--- config.mk ---
export PLATFORM = sky130hd
export DESIGN_NAME = utf8_to_latin9_decoder
export DESIGN_NICKNAME = d
export VERILOG_FILES = /design/src/u2l9_pkg.sv /design/src/utf8_to_latin9_decoder.sv /design/src/u2l9_front.sv /design/src/u2l9_fifo.sv /design/src/u2l9_back.sv
export SDC_FILE = /design/constraint.sdc
export NUM_CORES = 1
export LEC_CHECK = 0
export ABC_AREA = 0
export BUFFER_PORTS_ARGS = -buffer_cell sky130_fd_sc_hd__buf_4
export CAP_MARGIN = 10
export CORE_ASPECT_RATIO = 0.75
export CORE_UTILIZATION = 40
export CTS_BUF_LIST = sky130_fd_sc_hd__clkbuf_8 sky130_fd_sc_hd__clkbuf_16
export DETAILED_ROUTE_END_ITERATION = 10
export HOLD_SLACK_MARGIN = 0.02
export PLACE_DENSITY = 0.53
export SKIP_LAST_GASP = 1
export SLEW_MARGIN = 20
export SYNTH_ARGS = -nofsm -noshare
export SYNTH_HDL_FRONTEND = slang
export SYNTH_SLANG_ARGS = --single-unit
export TNS_END_PERCENT = 100
--- constraint.sdc ---
create_clock -name clk_i -period 3.3 [get_ports clk_i]
set_input_delay 0.66 -clock clk_i [delete_from_list [all_inputs] [get_ports clk_i]]
set_output_delay 0.66 -clock clk_i [all_outputs]
set_load 0.01 [all_outputs]
--- src/u2l9_pkg.sv ---
// Package for the UTF-8 to Latin-9 decoder: the queue item, sizes and
// the code point to Latin-9 mapping function. It depends on nothing else.
package u2l9_pkg;

  localparam longint unsigned MAX_STRING_BYTES = 64'd65535;
  localparam logic [15:0] CNT_LIMIT =
    (MAX_STRING_BYTES > 64'd65535) ? 16'hFFFF : MAX_STRING_BYTES[15:0];

  localparam int unsigned FIFO_DEPTH = 2;
  localparam int unsigned FIFO_PTR_W = 1;
  localparam int unsigned FIFO_CNT_W = 2;

  localparam int unsigned IN_TDATA_W  = 8;
  localparam int unsigned OUT_TDATA_W = 24;

  typedef struct packed {
    logic [7:0] data;
    logic       last;
    logic       is_ascii;
    logic       is_cont;
    logic [2:0] lead_len;
    logic [4:0] lead_bits;
  } u2l9_item_t;

  // Returns {hit, byte}; code points below 256 pass through as their own byte, others hit only if in the table.
  function automatic logic [8:0] map_latin9(input logic [30:0] cp);
    logic [8:0] res;
    res = 9'd0;
    if (cp < 31'd256) begin
      res = {1'b1, cp[7:0]};
    end else begin
      case (cp)
        31'h0152: res = {1'b1, 8'd188};
        31'h0153: res = {1'b1, 8'd189};
        31'h0160: res = {1'b1, 8'd166};
        31'h0161: res = {1'b1, 8'd168};
        31'h0178: res = {1'b1, 8'd190};
        31'h017D: res = {1'b1, 8'd180};
        31'h017E: res = {1'b1, 8'd184};
        31'h20AC: res = {1'b1, 8'd164};
        default:  res = 9'd0;
      endcase
    end
    return res;
  endfunction

endpackage

--- src/utf8_to_latin9_decoder.sv ---
// UTF-8 to Latin-9 decoder, top level: front stage, queue and decode stage.
// A byte goes through the front register, the queue and the output register.
// Throughput: one byte per cycle while the output side does not stall.
// The two-entry queue and the output register let either side stall alone.
// Reset (rst_ni low, asynchronous) empties the pipeline; data registers are not reset.
// Depends on u2l9_pkg, u2l9_front, u2l9_fifo and u2l9_back.
module utf8_to_latin9_decoder (
  input  logic        clk_i,
  input  logic        rst_ni,
  input  logic        s_axis_tvalid_i,
  output logic        s_axis_tready_o,
  // tdata: [7:0] in_byte
  input  logic [u2l9_pkg::IN_TDATA_W-1:0] s_axis_tdata_i,
  // tlast: last_byte
  input  logic        s_axis_tlast_i,
  output logic        m_axis_tvalid_o,
  input  logic        m_axis_tready_i,
  // tdata: [7:0] out_byte, [23:8] out_count
  output logic [u2l9_pkg::OUT_TDATA_W-1:0] m_axis_tdata_o,
  // tuser: byte_valid
  output logic        m_axis_tuser_o,
  // tlast: end_of_string
  output logic        m_axis_tlast_o
);
  import u2l9_pkg::*;

  logic       push, push_ready, pop, pop_valid;
  u2l9_item_t push_item, pop_item;
  logic [7:0] out_byte;
  logic [15:0] out_count;

  u2l9_front u_front (
    .clk_i        (clk_i),
    .rst_ni       (rst_ni),
    .in_valid_i   (s_axis_tvalid_i),
    .in_ready_o   (s_axis_tready_o),
    .in_byte_i    (s_axis_tdata_i[7:0]),
    .in_last_i    (s_axis_tlast_i),
    .push_o       (push),
    .push_item_o  (push_item),
    .push_ready_i (push_ready)
  );

  u2l9_fifo u_fifo (
    .clk_i        (clk_i),
    .rst_ni       (rst_ni),
    .push_i       (push),
    .push_item_i  (push_item),
    .push_ready_o (push_ready),
    .pop_i        (pop),
    .pop_valid_o  (pop_valid),
    .pop_item_o   (pop_item)
  );

  u2l9_back u_back (
    .clk_i           (clk_i),
    .rst_ni          (rst_ni),
    .pop_valid_i     (pop_valid),
    .pop_item_i      (pop_item),
    .pop_o           (pop),
    .out_valid_o     (m_axis_tvalid_o),
    .out_ready_i     (m_axis_tready_i),
    .out_byte_o      (out_byte),
    .byte_valid_o    (m_axis_tuser_o),
    .end_of_string_o (m_axis_tlast_o),
    .out_count_o     (out_count)
  );

  assign m_axis_tdata_o = {out_count, out_byte};

endmodule

--- src/u2l9_front.sv ---
// Front stage: accepts raw bytes and classifies them into queue items.
// Depends on u2l9_pkg.
module u2l9_front (
  input  logic                clk_i,
  input  logic                rst_ni,
  input  logic                in_valid_i,
  output logic                in_ready_o,
  input  logic [7:0]          in_byte_i,
  input  logic                in_last_i,
  output logic                push_o,
  output u2l9_pkg::u2l9_item_t push_item_o,
  input  logic                push_ready_i
);
  import u2l9_pkg::*;

  logic       valid_q, valid_d;
  u2l9_item_t item_q, item_d;
  u2l9_item_t cls;

  always_comb begin
    cls           = '0;
    cls.data      = in_byte_i;
    cls.last      = in_last_i;
    cls.is_ascii  = ~in_byte_i[7];
    cls.is_cont   = (in_byte_i[7:6] == 2'b10);
    case (in_byte_i) inside
      [8'hC0:8'hDF]: begin
        cls.lead_len  = 3'd1;
        cls.lead_bits = in_byte_i[4:0];
      end
      [8'hE0:8'hEF]: begin
        cls.lead_len  = 3'd2;
        cls.lead_bits = {1'b0, in_byte_i[3:0]};
      end
      [8'hF0:8'hF7]: begin
        cls.lead_len  = 3'd3;
        cls.lead_bits = {2'b0, in_byte_i[2:0]};
      end
      [8'hF8:8'hFB]: begin
        cls.lead_len  = 3'd4;
        cls.lead_bits = {3'b0, in_byte_i[1:0]};
      end
      [8'hFC:8'hFD]: begin
        cls.lead_len  = 3'd5;
        cls.lead_bits = {4'b0, in_byte_i[0]};
      end
      default: begin
        cls.lead_len  = 3'd0;
        cls.lead_bits = 5'd0;
      end
    endcase
  end

  assign in_ready_o  = ~valid_q | push_ready_i;
  assign push_o      = valid_q;
  assign push_item_o = item_q;

  always_comb begin
    valid_d = valid_q & ~push_ready_i;
    item_d  = item_q;
    if (in_valid_i && in_ready_o) begin
      valid_d = 1'b1;
      item_d  = cls;
    end
  end

  always_ff @(posedge clk_i or negedge rst_ni) begin
    if (!rst_ni) begin
      valid_q <= 1'b0;
    end else begin
      valid_q <= valid_d;
    end
  end

  always_ff @(posedge clk_i) begin
    item_q <= item_d;
  end

endmodule

--- src/u2l9_fifo.sv ---
// Two-entry queue that parts the front stage from the decode stage.
// Depends on u2l9_pkg.
module u2l9_fifo (
  input  logic                clk_i,
  input  logic                rst_ni,
  input  logic                push_i,
  input  u2l9_pkg::u2l9_item_t push_item_i,
  output logic                push_ready_o,
  input  logic                pop_i,
  output logic                pop_valid_o,
  output u2l9_pkg::u2l9_item_t pop_item_o
);
  import u2l9_pkg::*;

  u2l9_item_t mem_q [FIFO_DEPTH];
  logic [FIFO_PTR_W-1:0] wr_ptr_q, wr_ptr_d;
  logic [FIFO_PTR_W-1:0] rd_ptr_q, rd_ptr_d;
  logic [FIFO_CNT_W-1:0] count_q, count_d;
  logic do_push, do_pop;

  assign push_ready_o = (count_q != FIFO_CNT_W'(FIFO_DEPTH));
  assign pop_valid_o  = (count_q != '0);
  assign pop_item_o   = mem_q[rd_ptr_q];
  assign do_push      = push_i & push_ready_o;
  assign do_pop       = pop_i & pop_valid_o;

  always_comb begin
    wr_ptr_d = wr_ptr_q + FIFO_PTR_W'(do_push);
    rd_ptr_d = rd_ptr_q + FIFO_PTR_W'(do_pop);
    count_d  = count_q + FIFO_CNT_W'(do_push) - FIFO_CNT_W'(do_pop);
  end

  always_ff @(posedge clk_i or negedge rst_ni) begin
    if (!rst_ni) begin
      wr_ptr_q <= '0;
      rd_ptr_q <= '0;
      count_q  <= '0;
    end else begin
      wr_ptr_q <= wr_ptr_d;
      rd_ptr_q <= rd_ptr_d;
      count_q  <= count_d;
    end
  end

  always_ff @(posedge clk_i) begin
    if (do_push) begin
      mem_q[wr_ptr_q] <= push_item_i;
    end
  end

  assert property (@(posedge clk_i) disable iff (!rst_ni)
    count_q <= FIFO_CNT_W'(FIFO_DEPTH))
    else $error("Queue fill count exceeds its depth.");

  assert property (@(posedge clk_i) disable iff (!rst_ni)
    (count_q == '0) |-> (wr_ptr_q == rd_ptr_q))
    else $error("Empty queue with pointers apart.");

  assert property (@(posedge clk_i) disable iff (!rst_ni)
    (do_push && !do_pop) |=> (count_q == $past(count_q) + 1'b1))
    else $error("Queue count did not follow a lone push.");

endmodule

--- src/u2l9_back.sv ---
// Decode stage: runs the UTF-8 sequence state over queue items and holds
// each result in an output register. Depends on u2l9_pkg.
module u2l9_back (
  input  logic                clk_i,
  input  logic                rst_ni,
  input  logic                pop_valid_i,
  input  u2l9_pkg::u2l9_item_t pop_item_i,
  output logic                pop_o,
  output logic                out_valid_o,
  input  logic                out_ready_i,
  output logic [7:0]          out_byte_o,
  output logic                byte_valid_o,
  output logic                end_of_string_o,
  output logic [15:0]         out_count_o
);
  import u2l9_pkg::*;

  logic [2:0]  rem_q, rem_d;
  logic [30:0] code_q, code_d;
  logic        ok_q, ok_d;
  logic [15:0] cnt_q, cnt_d;
  logic        ov_q, ov_d;
  logic [7:0]  ob_q, ob_d;
  logic        bv_q, bv_d;
  logic        eos_q, eos_d;
  logic [15:0] oc_q, oc_d;
  logic        emit;
  logic [7:0]  ob;
  logic [8:0]  map_res;
  logic        take;

  assign pop_o = pop_valid_i & (~ov_q | out_ready_i);
  assign take  = pop_o;

  always_comb begin
    rem_d   = rem_q;
    code_d  = code_q;
    ok_d    = ok_q;
    cnt_d   = cnt_q;
    emit    = 1'b0;
    ob      = 8'd0;
    map_res = 9'd0;
    ov_d    = ov_q & ~out_ready_i;
    ob_d    = ob_q;
    bv_d    = bv_q;
    eos_d   = eos_q;
    oc_d    = oc_q;
    if (take) begin
      if (rem_q != 3'd0) begin
        ok_d    = ok_q & pop_item_i.is_cont;
        code_d  = {code_q[24:0], pop_item_i.data[5:0]};
        rem_d   = rem_q - 3'd1;
        map_res = map_latin9(code_d);
        if (rem_d == 3'd0 && ok_d && map_res[8]) begin
          emit = 1'b1;
          ob   = map_res[7:0];
        end
      end else if (pop_item_i.is_ascii) begin
        emit = 1'b1;
        ob   = pop_item_i.data;
      end else if (pop_item_i.lead_len != 3'd0) begin
        rem_d  = pop_item_i.lead_len;
        code_d = {26'd0, pop_item_i.lead_bits};
        ok_d   = 1'b1;
      end
      if (emit && cnt_q < CNT_LIMIT) begin
        cnt_d = cnt_q + 16'd1;
      end
      if (emit || pop_item_i.last) begin
        ov_d  = 1'b1;
        ob_d  = ob;
        bv_d  = emit;
        eos_d = pop_item_i.last;
        oc_d  = cnt_d;
      end
      if (pop_item_i.last) begin
        rem_d  = 3'd0;
        code_d = 31'd0;
        ok_d   = 1'b0;
        cnt_d  = 16'd0;
      end
    end
  end

  always_ff @(posedge clk_i or negedge rst_ni) begin
    if (!rst_ni) begin
      rem_q  <= 3'd0;
      code_q <= 31'd0;
      ok_q   <= 1'b0;
      cnt_q  <= 16'd0;
      ov_q   <= 1'b0;
    end else begin
      rem_q  <= rem_d;
      code_q <= code_d;
      ok_q   <= ok_d;
      cnt_q  <= cnt_d;
      ov_q   <= ov_d;
    end
  end

  always_ff @(posedge clk_i) begin
    ob_q  <= ob_d;
    bv_q  <= bv_d;
    eos_q <= eos_d;
    oc_q  <= oc_d;
  end

  assign out_valid_o     = ov_q;
  assign out_byte_o      = ob_q;
  assign byte_valid_o    = bv_q;
  assign end_of_string_o = eos_q;
  assign out_count_o     = oc_q;

  assert property (@(posedge clk_i) disable iff (!rst_ni)
    rem_q <= 3'd5)
    else $error("Sequence length beyond six bytes.");

  assert property (@(posedge clk_i) disable iff (!rst_ni)
    (ov_q && !bv_q) |-> (eos_q && ob_q == 8'd0))
    else $error("Result without a byte that does not end the string.");

  assert property (@(posedge clk_i) disable iff (!rst_ni)
    (ov_q && !out_ready_i) |=> (ov_q && $stable(oc_q) && $stable(ob_q)))
    else $error("Stalled result changed.");

  assert property (@(posedge clk_i) disable iff (!rst_ni)
    cnt_q <= CNT_LIMIT)
    else $error("Emitted count above its limit.");

endmodule
==> flow_summary.toml, run 1 <==
[critical_path]
crit_type = "reg2reg"
required_ns = 3.63
critPathArrivalTime_ns = 3.28
endpoint_kind = "flop"
crit_fanout = 12
start_kind = "flop"

[route]
ant_nets = 0
viasPerCell = 5.12
drt_iter0_markers = 207
vias = 3976
wire_per_inst_um = 15.3
drt_wl_total_um = 11900
first_pass_iters = 7
drc_errors = 0

[synth]
ys.flop_type = "edfxtp_1"
syn_avg_cell_area_um2 = 11.8
netlist_instances = 509
synth_seq_cells = 134
yosys_warnings = 0
yosysUniqueCellTypes = 57
ys_seq_area_frac = 0.626
syn_nets = 530
syn-cell-area_um2 = 6020
synth_edf_count = 83
synthArstFlopShare = 0.381

[placement]
pre_cts_slack_ns = 0.376
dp_hpwl_um = 8470
globalplace.congestion = 0.864
placed_cell_area_um2 = 6580
numPortBuffers = 40

[cts]
clk_path_buf_depth = 2
numCtsBuffers = 17
hold_buffers = 0
post_cts_resized = 0
clock_sinks = 134
htreeDepth = 4
cts_setup_buffers = 0
clk_latency_ns = 0.42
root_buffer = "clkbuf_16"
clkTransAtPathRegs_ns = 0.06
cts_tree = "built"

[layout]
drive_gt1_frac = 0.180
num_antenna_cells = 0
area.sequential_um2 = 3770
fin_nets = 585
fill_cells = 1322
stdcell_area_um2 = 7180
syn2layout_area_growth_pct = 19.3
multi_input_area_um2 = 2090

[sta]
final.period_utilization = 0.893
fmax_mhz = 339
fin_ws_ns = 0.352
setup_viol = 0
post-route-min-period_ns = 2.95
final_max_slew_viol_count = 0
clock_skew_ns = 0.00658
fin_setup_tns_ns = 0
tightest_slew_ns = 0.874
slew-limit-headroom = 0.417
grt_setup_unrepaired = "false"
whs_ns = 0.296
finalHoldViolCount = 0

[power]
p_int_uw = 4480
switching_share = 0.359
leakagePower_uw = 0.00288
comb_power_share = 0.337
ir_drop_uv = 412
p_clk_frac = 0.270
seqPwrFrac = 0.393
total_power_uw = 6990
p_sw_uw = 2510
power_density_nw_per_um2 = 974

[die]
std_cell_rows = 38
die_h_um = 108
die_w_um = 144
die-area_um2 = 15500
io_pins = 41
coreArea_um2 = 14600
start_util = 0.412

[global_routing]
antenna_found_initial = 0
grt_use_total = 0.173
grt_max_degree = 52
gr-total-overflow = 0
grt_pass1_wl_um = 19800
grt_pass1_vias = 3808

[job]
cap_violations = 0

[run_status]
outcome = "complete, no violations"

[min_path]
hold_path.class = "in2async"
critical path: stages (launching register included):
cell,delay [ns]
dfrtp_1,0.51
mux2i_1,0.51
xor2_1,0.14
or3_4,0.41
a31oi_4,0.19
o31a_4,0.23
o2111ai_4,0.22
or4_1,0.56
o211ai_1,0.11
power groups by stage:
stage               sequential (uW)  clock [uW]  combinational, uW
finish                         2750        1890               2360
CTS                            2750        1930               2390
detailed placement             2780           0               2380
floorplan                      2780           0               1460
global route                   2810        2010               2650
global placement               2770           0               2360
per-layer routing:
metal	vias to the layer above	wire length (um)	global-route usage
li1	1965	-	-
met1	1904	6140	0.248
met2	90	5040	0.244
met3	17	519	0.0447
met4	0	217	0.0828
met5	-	0	0
cell families after synthesis:
logic type               count (synthesis)  synth area share
AND/OR/NAND/NOR                        195             0.158
flip-flops                             134             0.626
AO/OA/AOI/OAI                           97             0.110
buffers and inverters                   37            0.0258
XOR/XNOR                                19            0.0277
multiplexers                            19            0.0351
adder cells (fa/ha/maj)                  8            0.0166
final cells by class:
| cell class | instances | share of cell area |
|---|---|---|
| Clock buffer | 17 | 0.0593 |
| Clock inverter | 15 | 0.0235 |
| Inverter | 20 | 0.0105 |
| Multi-Input combinational cell | 338 | 0.291 |
| Sequential cell | 134 | 0.525 |
| Tap cell | 200 | 0.0349 |
| Timing Repair Buffer | 53 | 0.0554 |
synthesized netlist by cell type, drive strengths merged, types with 8 or more instances:
library cell,count,area [um2]
mux2i,14,140
inv,20,75.1
dfrtp,51,1280
o21ai,42,210
xnor2,12,105
edfxtp,83,2490
ha,8,100
nand3,15,75.1
clkbuf,12,45.0
nor2,25,93.8
nand2,96,360
a21oi,15,78.8
and3,9,56.3
placed cells by master (no fill, tap or decap), types with 7 or more instances in the layout:
cell	count
a21oi_1	14
edfxtp_1	83
o21ai_0	40
a32o_1	7
and3_1	9
mux2i_1	14
nand3_1	15
nand2_1	96
inv_1	21
clkbuf_16	17
xor2_1	7
buf_4	53
dfrtp_1	51
xnor2_1	12
nor2_1	25
ha_1	8
worst paths after layout:
check	startpoint	end	slack (ns)	depth (start not counted)
min reg2reg	u_front.push_item_o[7]	u_fifo.mem_q[1][7]	0.45	0
max	u_fifo.rd_ptr_q	u_back.cnt_q[15]	0.35	8
min	rst_ni	u_back.code_q[4]	0.30	1
max in group asynchronous	rst_ni	u_back.cnt_q[10]	2.53	1
min in group clk_i	s_axis_tlast_i	u_front.push_item_o[10]	0.41	1
max reg2reg	u_fifo.rd_ptr_q	u_back.cnt_q[15]	0.35	8
state kept, by name, indices dropped and copies added, names as in the netlist:
name / count
u_back.byte_valid_o: 1
u_fifo.rd_ptr_q: 1
u_back.end_of_string_o: 1
u_back.out_byte_o: 8
u_fifo.count_q: 2
u_back.rem_q: 3
u_fifo.wr_ptr_q: 1
u_back.out_count_o: 16
u_fifo.mem_q: 38
u_back.ok_q: 1
u_back.code_q: 25
u_back.out_valid_o: 1
u_back.cnt_q: 16
u_front.push_o: 1
u_front.push_item_o: 19
metrics by stage:
| step | util | cells |
|---|---|---|
| global route | 0.492 | 777 |
| floorplan | - | 509 |
| global placement | 0.451 | 745 |
| detailed placement | 0.451 | 745 |
| CTS | 0.492 | 777 |
| finish | 0.492 | 777 |
No activity file was read; power rests on OpenSTA's default activity.
==> run 2, diff against run 1 <==
Settings changed: CTS_BUF_LIST sky130_fd_sc_hd__clkbuf_8 sky130_fd_sc_hd__clkbuf_16 to sky130_fd_sc_hd__clkbuf_4 sky130_fd_sc_hd__clkbuf_8, SETUP_SLACK_MARGIN from default to 0.4.
==> run 2 against run 1 <==
Against the previous run: setup slack improved by 0.16 ns; fmax increased by 5.6%; global-route usage decreased by 0.16 points; first-iteration DRC count increased by 24%; clock power decreased by 26%; power decreased by 5.6%.
==> flow_summary.toml, run 2 (synthesis results as in run 1) <==
[run_status]
outcome = "complete, no violations"

[power]
leakagePower_uw = 0.00283
ir_drop_uv = 347
power_density_nw_per_um2 = 929

[sta]
finalHoldViolCount = 0
clock_skew_ns = 0.00859
fmax_mhz = 358
final_max_slew_viol_count = 0
slew-limit-headroom = 0.425
grt_setup_unrepaired = "true"
fin_setup_tns_ns = 0
post-route-min-period_ns = 2.79
whs_ns = 0.275
tightest_slew_ns = 0.862
final.period_utilization = 0.846
setup_viol = 0

[route]
drt_iter0_markers = 256
first_pass_iters = 4
drt_wl_total_um = 12200
wire_per_inst_um = 15.5
drc_errors = 0
viasPerCell = 5.14
ant_nets = 0
vias = 4032

[critical_path]
crit_fanout = 9
endpoint_kind = "flop"
crit_type = "reg2reg"
start_kind = "flop"
critPathArrivalTime_ns = 2.98
required_ns = 3.48

[cts]
clock_sinks = 134
htreeDepth = 4
clk_path_buf_depth = 2
cts_tree = "built"
numCtsBuffers = 17
root_buffer = "clkbuf_8"
clk_latency_ns = 0.44
hold_buffers = 0
clkTransAtPathRegs_ns = 0.08

[layout]
area.sequential_um2 = 3770
multi_input_area_um2 = 2150
final_common_cell = "nand2_1"
final_cell_mix = "nand2_1 (96), edfxtp_1 (83), buf_4 (59), dfrtp_1 (50), o21ai_0 (38)"
syn2layout_area_growth_pct = 18.1
num_antenna_cells = 0
fin_nets = 592
regMostFlops = "u_fifo.mem_q"
largest_reg_flops = 38
fill_cells = 1348
drive_gt1_frac = 0.205

[die]
die-area_um2 = 15500
coreArea_um2 = 14600
start_util = 0.412
die_h_um = 108
io_pins = 41
die_w_um = 144
std_cell_rows = 38

[placement]
dp_hpwl_um = 8470
globalplace.congestion = 0.864
numPortBuffers = 40

[global_routing]
grt_pass1_wl_um = 19800
grt_use_total = 0.172
grt_pass1_vias = 3811
gr-total-overflow = 0
grt_max_degree = 52
antenna_found_initial = 0

[job]
cap_violations = 0

[min_path]
hold_path.class = "in2async"
## run 2: layer usage
| layer | global-route usage | up-vias | share of wire |
|---|---|---|---|
| li1 | - | 1982 | - |
| met1 | 0.250 | 1933 | 0.51 |
| met2 | 0.247 | 101 | 0.43 |
| met3 | 0.0421 | 16 | 0.047 |
| met4 | 0.0669 | 0 | 0.015 |
| met5 | 0 | - | 0 |
## run 2: path summary, 6_finish.rpt
kind	depth (start not counted)	to	slack (ns)	start
min in group clk_i	1	u_front.push_item_o[10]	0.40	s_axis_tlast_i
worst max-delay path	10	u_back.out_count_o[13]	0.51	u_fifo.rd_ptr_q
worst min-delay path	1	u_back.code_q[3]	0.27	rst_ni
worst max register to register	10	u_back.out_count_o[13]	0.51	u_fifo.rd_ptr_q
worst min register to register	0	u_fifo.mem_q[1][7]	0.45	u_front.push_item_o[7]
max in group asynchronous	1	u_fifo.rd_ptr_q	2.52	rst_ni
## run 2: through the flow
stage          total power (uW)  setup WS, ns   util  cells  instance area (um2)
2_1_floorplan              4240         0.538      -    509                 6020
3_3_place_gp               5130         0.484  0.451    745                 6580
3_5_place_dp               5160         0.376  0.451    745                 6580
4_1_cts                    6580         0.416  0.480    777                 7000
5_1_grt                    7070         0.346  0.487    784                 7100
6_report                   6600         0.507  0.487    784                 7100
## run 2: report_power, final
| group | internal, uW | total, uW | switching (uW) |
|---|---|---|---|
| Clock | 702 | 1400 | 695 |
| Sequential | 2440 | 2760 | 317 |
| Combinational | 964 | 2440 | 1480 |
| Total | 4110 | 6600 | 2490 |
## run 2: critical path: stages, from the launching register on
cell       delay [ns]
dfrtp_2          0.48
buf_4            0.16
mux2_4           0.32
nand4_1          0.16
nand3b_1         0.20
a31oi_4          0.13
o31a_4           0.39
o2111ai_4        0.31
buf_4            0.19
nor2_1           0.05
xor2_1           0.13
## run 2: layout make-up
type	count	share of cell area
Sequential cell	134	0.531
Multi-Input combinational cell	338	0.302
Timing Repair Buffer	60	0.0639
Tap cell	200	0.0352
Clock buffer	18	0.0340
Clock inverter	14	0.0232
Inverter	20	0.0106
## run 2: what timing repair did
item,4_1_cts,5_1_grt
endpoints found under the setup margin,30,58
pin swaps,0,6
resized for setup,3,11
setup buffers,0,7
